--- src/sv/integer_list_parse_and_check_core_assert.svh ---
// Assertion macros for the integer list parse and check core.
`ifndef INTEGER_LIST_PARSE_AND_CHECK_CORE_ASSERT_SVH
`define INTEGER_LIST_PARSE_AND_CHECK_CORE_ASSERT_SVH

// Check a property on every rising clock edge outside reset.
`define ILPC_CHECK(name, prop, msg) \
  name: assert property (@(posedge clk_i) disable iff (!rst_ni) prop) else $error(msg);

// Check that an antecedent implies a consequent in the same cycle.
`define ILPC_IMPLY(name, ante, cons, msg) \
  `ILPC_CHECK(name, (ante) |-> (cons), msg)

`endif

--- src/sv/ilpc_pkg.sv ---
// Shared types and constants for the integer list parse and check core.
`timescale 1ns / 1ps

package ilpc_pkg;

  localparam int unsigned MAX_VALUES_DEF = 1024;
  localparam int unsigned DATA_W         = 32;

  localparam logic [7:0] CH_ZERO  = 8'h30;
  localparam logic [7:0] CH_NINE  = 8'h39;
  localparam logic [7:0] CH_MINUS = 8'h2D;
  localparam logic [7:0] CH_PLUS  = 8'h2B;
  localparam logic [7:0] CH_SPACE = 8'h20;

  localparam logic [DATA_W-1:0] MAG_CAP = 32'h8000_0000;

  localparam logic [1:0] ST_PENDING  = 2'd0;
  localparam logic [1:0] ST_UNSORTED = 2'd1;
  localparam logic [1:0] ST_SORTED   = 2'd2;
  localparam logic [1:0] ST_ERROR    = 2'd3;

  // Controller to datapath commands
  typedef struct packed {
    logic take;
    logic start_tok;
    logic scan;
    logic commit;
    logic emit;
  } ilpc_cmd_t;

  // Datapath to controller status
  typedef struct packed {
    logic need;
    logic scan_needed;
    logic scan_done;
    logic result_pend;
    logic out_free;
  } ilpc_sts_t;

endpackage

--- src/sv/ilpc_ctrl.sv ---
// Controller state machine: sequences parse, duplicate scan, store and result.
`timescale 1ns / 1ps

module ilpc_ctrl (
  input  logic               clk_i,
  input  logic               rst_ni,
  input  logic               in_valid_i,
  output logic               in_stall_o,
  input  ilpc_pkg::ilpc_sts_t sts_i,
  output ilpc_pkg::ilpc_cmd_t cmd_o
);
  import ilpc_pkg::*;

  typedef enum logic [2:0] {
    S_IDLE,
    S_CHECK,
    S_SCAN,
    S_COMMIT,
    S_FINISH
  } state_e;

  state_e state_q, state_d;

  always_comb begin
    state_d = state_q;
    cmd_o   = '0;
    case (state_q)
      S_IDLE: begin
        if (in_valid_i) begin
          cmd_o.take = 1'b1;
          state_d    = S_CHECK;
        end
      end
      S_CHECK: begin
        if (!sts_i.need) begin
          state_d = S_FINISH;
        end else begin
          cmd_o.start_tok = 1'b1;
          state_d = sts_i.scan_needed ? S_SCAN : S_COMMIT;
        end
      end
      S_SCAN: begin
        cmd_o.scan = 1'b1;
        if (sts_i.scan_done) begin
          state_d = S_COMMIT;
        end
      end
      S_COMMIT: begin
        cmd_o.commit = 1'b1;
        state_d      = S_FINISH;
      end
      S_FINISH: begin
        if (!sts_i.result_pend) begin
          state_d = S_IDLE;
        end else if (sts_i.out_free) begin
          cmd_o.emit = 1'b1;
          state_d    = S_IDLE;
        end
      end
      default: state_d = S_IDLE;
    endcase
  end

  always_ff @(posedge clk_i or negedge rst_ni) begin
    if (!rst_ni) begin
      state_q <= S_IDLE;
    end else begin
      state_q <= state_d;
    end
  end

  assign in_stall_o = (state_q != S_IDLE);

endmodule

--- config.mk ---
export PLATFORM = sky130hd
export DESIGN_NAME = ilpc_ctrl
export DESIGN_NICKNAME = d
export VERILOG_FILES = /design/src/sv/integer_list_parse_and_check_core_assert.svh /design/src/sv/ilpc_pkg.sv /design/src/sv/ilpc_ctrl.sv
export SDC_FILE = /design/constraint.sdc
export NUM_CORES = 1
export LEC_CHECK = 0
export BUFFER_PORTS_ARGS = -buffer_cell sky130_fd_sc_hd__buf_2
export CAP_MARGIN = 40
export CORE_AREA = 4 4 41 43
export CTS_BUF_LIST = sky130_fd_sc_hd__clkbuf_16
export DETAILED_ROUTE_END_ITERATION = 6
export DIE_AREA = 0 0 45 47
export MAX_ROUTING_LAYER = met4
export PLACE_DENSITY = 0.42
export SLEW_MARGIN = 20
export SYNTH_ARGS = -nofsm -noshare
export SYNTH_HDL_FRONTEND = slang
export SYNTH_SLANG_ARGS = --single-unit
export TNS_END_PERCENT = 10
--- constraint.sdc ---
create_clock -name clk_i -period 1.3 [get_ports clk_i]
set_clock_uncertainty 0.15 [all_clocks]
set_input_delay 0.26 -clock clk_i [delete_from_list [all_inputs] [get_ports clk_i]]
set_output_delay 0.26 -clock clk_i [all_outputs]
set_load 0.01 [all_outputs]
==> results.md <==
- DR iter-0 viols: 4
- Rel. slew slack: 89.60%
- Avg Cell Area, Syn: 8.474 µm²
- Final Max Slew Viols: 0
- Antenna violations before repair: 0
- Total grt overflow: 0
- Worst Max-Slew Pin Slew: 155.1 ps
- Clock-pin transition on the worst setup and hold timing paths: 30 ps
- Layout Utilization: 35.87%
- CP max stage cell: dfrtp_1
- Endpoints failing hold: 0
- CTS tree: yes
- Xor/xnor share of the synthesized area: 0%
- Critical path data arrival time: 1180 ps
- Design area: 466.7 µm²
- Seq/Total Area, Yosys: 40.27%
- Global Route Usage Sum: 7.686%
- Max_cap viols: 0
- Number of global-route vias before repair: 235
- Fin worst setup slack: -294.8 ps
- #FFs+latches synth: 3
- Max IR drop VDD: 0.0007393 V
- Synth Area in Simple Gates: 36.91%
- Compound-Gate Fraction of Synth Area: 14.77%
- Max reg flops: 3
- Area of the multi-input gates: 131.4 µm²
- Drt total wl: 623 µm
- Post-Synth Adder-Cell Area: 0%
- Worst skew pair latency: 220 ps
- Max Fclk: 627.0 MHz
- CP max FO: 4
- FF/Latch Area: 75.07 µm²
- DRC viols: 0
- Status: finished, violations left
- Detailed Routing Iterations Pass 1: 4
- Distinct cells, synth: 13
- Crit path cell chain: or3_4 -> nor2_4 -> buf_6
- Core Area: 1301 µm²
- Fin nets: 57
- Post-Synthesis Cells: 22
- Yosys top cell area share: 40.27%
- Startpoint types: flop
- Violated checks: negative setup slack
- # diodes: 0
- Post-DP Area: 342.8 µm²
- Top reg by flops: state_q
- Hold Path Depth: 2
- Worst hold path class: in -> reg
- Num CTS Buffers: 3
- Largest buffer count on any clock path: 2
- Power density cells: 2665 nW/µm²
- Multiplexer share of the synthesized area: 0%
- Biggest area consumer among synthesized cells: dfrtp_1
- Post-route insts no fill: 63
- Tcrit/Tclk final: 122.7%
- Slowest stage delay, CP: 390 ps
- Tmin final: 1595 ps
- # clock sinks: 3
- Die height: 47 µm
- Worst reg-to-reg path cell count: 4
- Largest net degree at the start of global routing: 5
- Setup TNS: -1446 ps
- Postcts setup bufs: 0
- Die W: 45 µm
- First-pass GRT wire length: 972 µm
- Leakage power figure: 0.2507 nW
- DP Worst Slack: -97.30 ps
- Most frequent cells in the layout: 11 x buf_2, 8 x buf_4, 5 x inv_1, 3 x clkbuf_16, 3 x dfrtp_1
- Number of nets with antenna violations after routing: 0
- Routed length per instance: 9.889 µm
- Synth-to-layout area growth: 150.3%
- Via Count: 244
- Syn_nets: 30
- Synthesized cell area: 186.4 µm²
- Leading post-synthesis cells by cell area: dfrtp_1 40%, nor2_1 10%, inv_1 8.1%, nand2b_4 7.4%, a211oi_2 6.7%
- RSZ-0062 raised after global routing: yes
- Input/output buffers: 13
- Placed insts: 58
- CTS H-tree depth: 1
- Vias per inst: 3.873
- HPWL after DPL: 475.3 µm
- Overall die area: 2115 µm²
- Final setup vio count: 6
- Top Ports: 14
- Initial Util: 14.33%
- GPL Wtd Cong: 0.6597
- Main combinational cell family by area after synthesis: simple AND/OR/NAND/NOR gates
- Clk root buf: clkbuf_16
- Ys Warns: 0
- CP endpoint kind: primary output
- Share of cells above drive strength 1: 66.67%
- Leading cell type in the layout, fill and taps excluded: buf_2
- Filler Cells Inserted: 140
- Row cnt: 13
- CP required: 890 ps
- Regs by FF count: state_q (3)
- CP Class: reg -> out
-- layer usage --
metal	GRT usage [%]	share of wire, %
met3	2.299	14
met5	-	0
met2	8.192	37
met4	12.28	6.4
met1	8.696	42
-- worst paths after layout --
kind	startpoint	to	slack [ps]
worst min register to register	state_q[0]	state_q[0]	460
worst min-delay path	sts_i[0]	state_q[2]	80
max in group asynchronous	rst_ni	state_q[1]	680
min in group asynchronous	rst_ni	state_q[2]	220
worst max-delay path	state_q[1]	cmd_o[4]	-290
worst max register to register	state_q[1]	state_q[0]	30
-- logic make-up after synthesis --
logic type	after synthesis
AO/OA/AOI/OAI	3
buffers and inverters	4
flip-flops	3
AND/OR/NAND/NOR	12
-- power by group --
| part | leakage, nW | internal (mW) | switching [mW] |
|---|---|---|---|
| Combinational | 0.170 | 0.347 | 0.246 |
| Sequential | 0.0384 | 0.136 | 0.0331 |
| Clock | 0.0423 | 0.397 | 0.0851 |
| Total | 0.251 | 0.879 | 0.364 |
-- timing repair --
| action | CTS | global route |
|---|---|---|
| pin swaps | 3 | 2 |
| setup endpoints to repair | 7 | 7 |
| hold buffers | 1 | 0 |
| hold endpoints to repair | 3 | 0 |
| gates resized for setup | 4 | 3 |
-- Yosys cell counts --
cell and number:
nor2_1 5, nand2b_1 1, nand3_1 1, o22ai_1 1
nor3_1 1, or3_1 1, o22a_1 1, a211oi_2 1
dfrtp_1 3, inv_1 4, and2b_1 1, or2_1 1
nand2b_4 1
-- per-stage QoR --
| step | total power [mW] | hold slack (ps) |
|---|---|---|
| 3_5_place_dp | 0.6750 | -89.69 |
| 5_1_grt | 1.320 | 80.09 |
| 6_report | 1.244 | 76.67 |
| 4_1_cts | 1.227 | 72.45 |
| 2_1_floorplan | 0.4073 | -185.6 |
| 3_3_place_gp | 0.6790 | -89.60 |
-- cell type report --
type / instances / share of cell area, %
Sequential cell: 3 / 16.09
Multi-Input combinational cell: 15 / 28.15
Clock buffer: 3 / 16.09
Timing Repair Buffer: 22 / 31.64
Tap cell: 15 / 4.021
Clock inverter: 1 / 0.8043
Inverter: 4 / 3.217
-- critical path, delay by kind of cell, from the launching register on --
| family | cells | cell delay, ps |
|---|---|---|
| simple gates | 2 | 480 |
| flops | 1 | 390 |
| buf+inv | 1 | 100 |
Note: power is estimated with default switching activity, not from simulation.
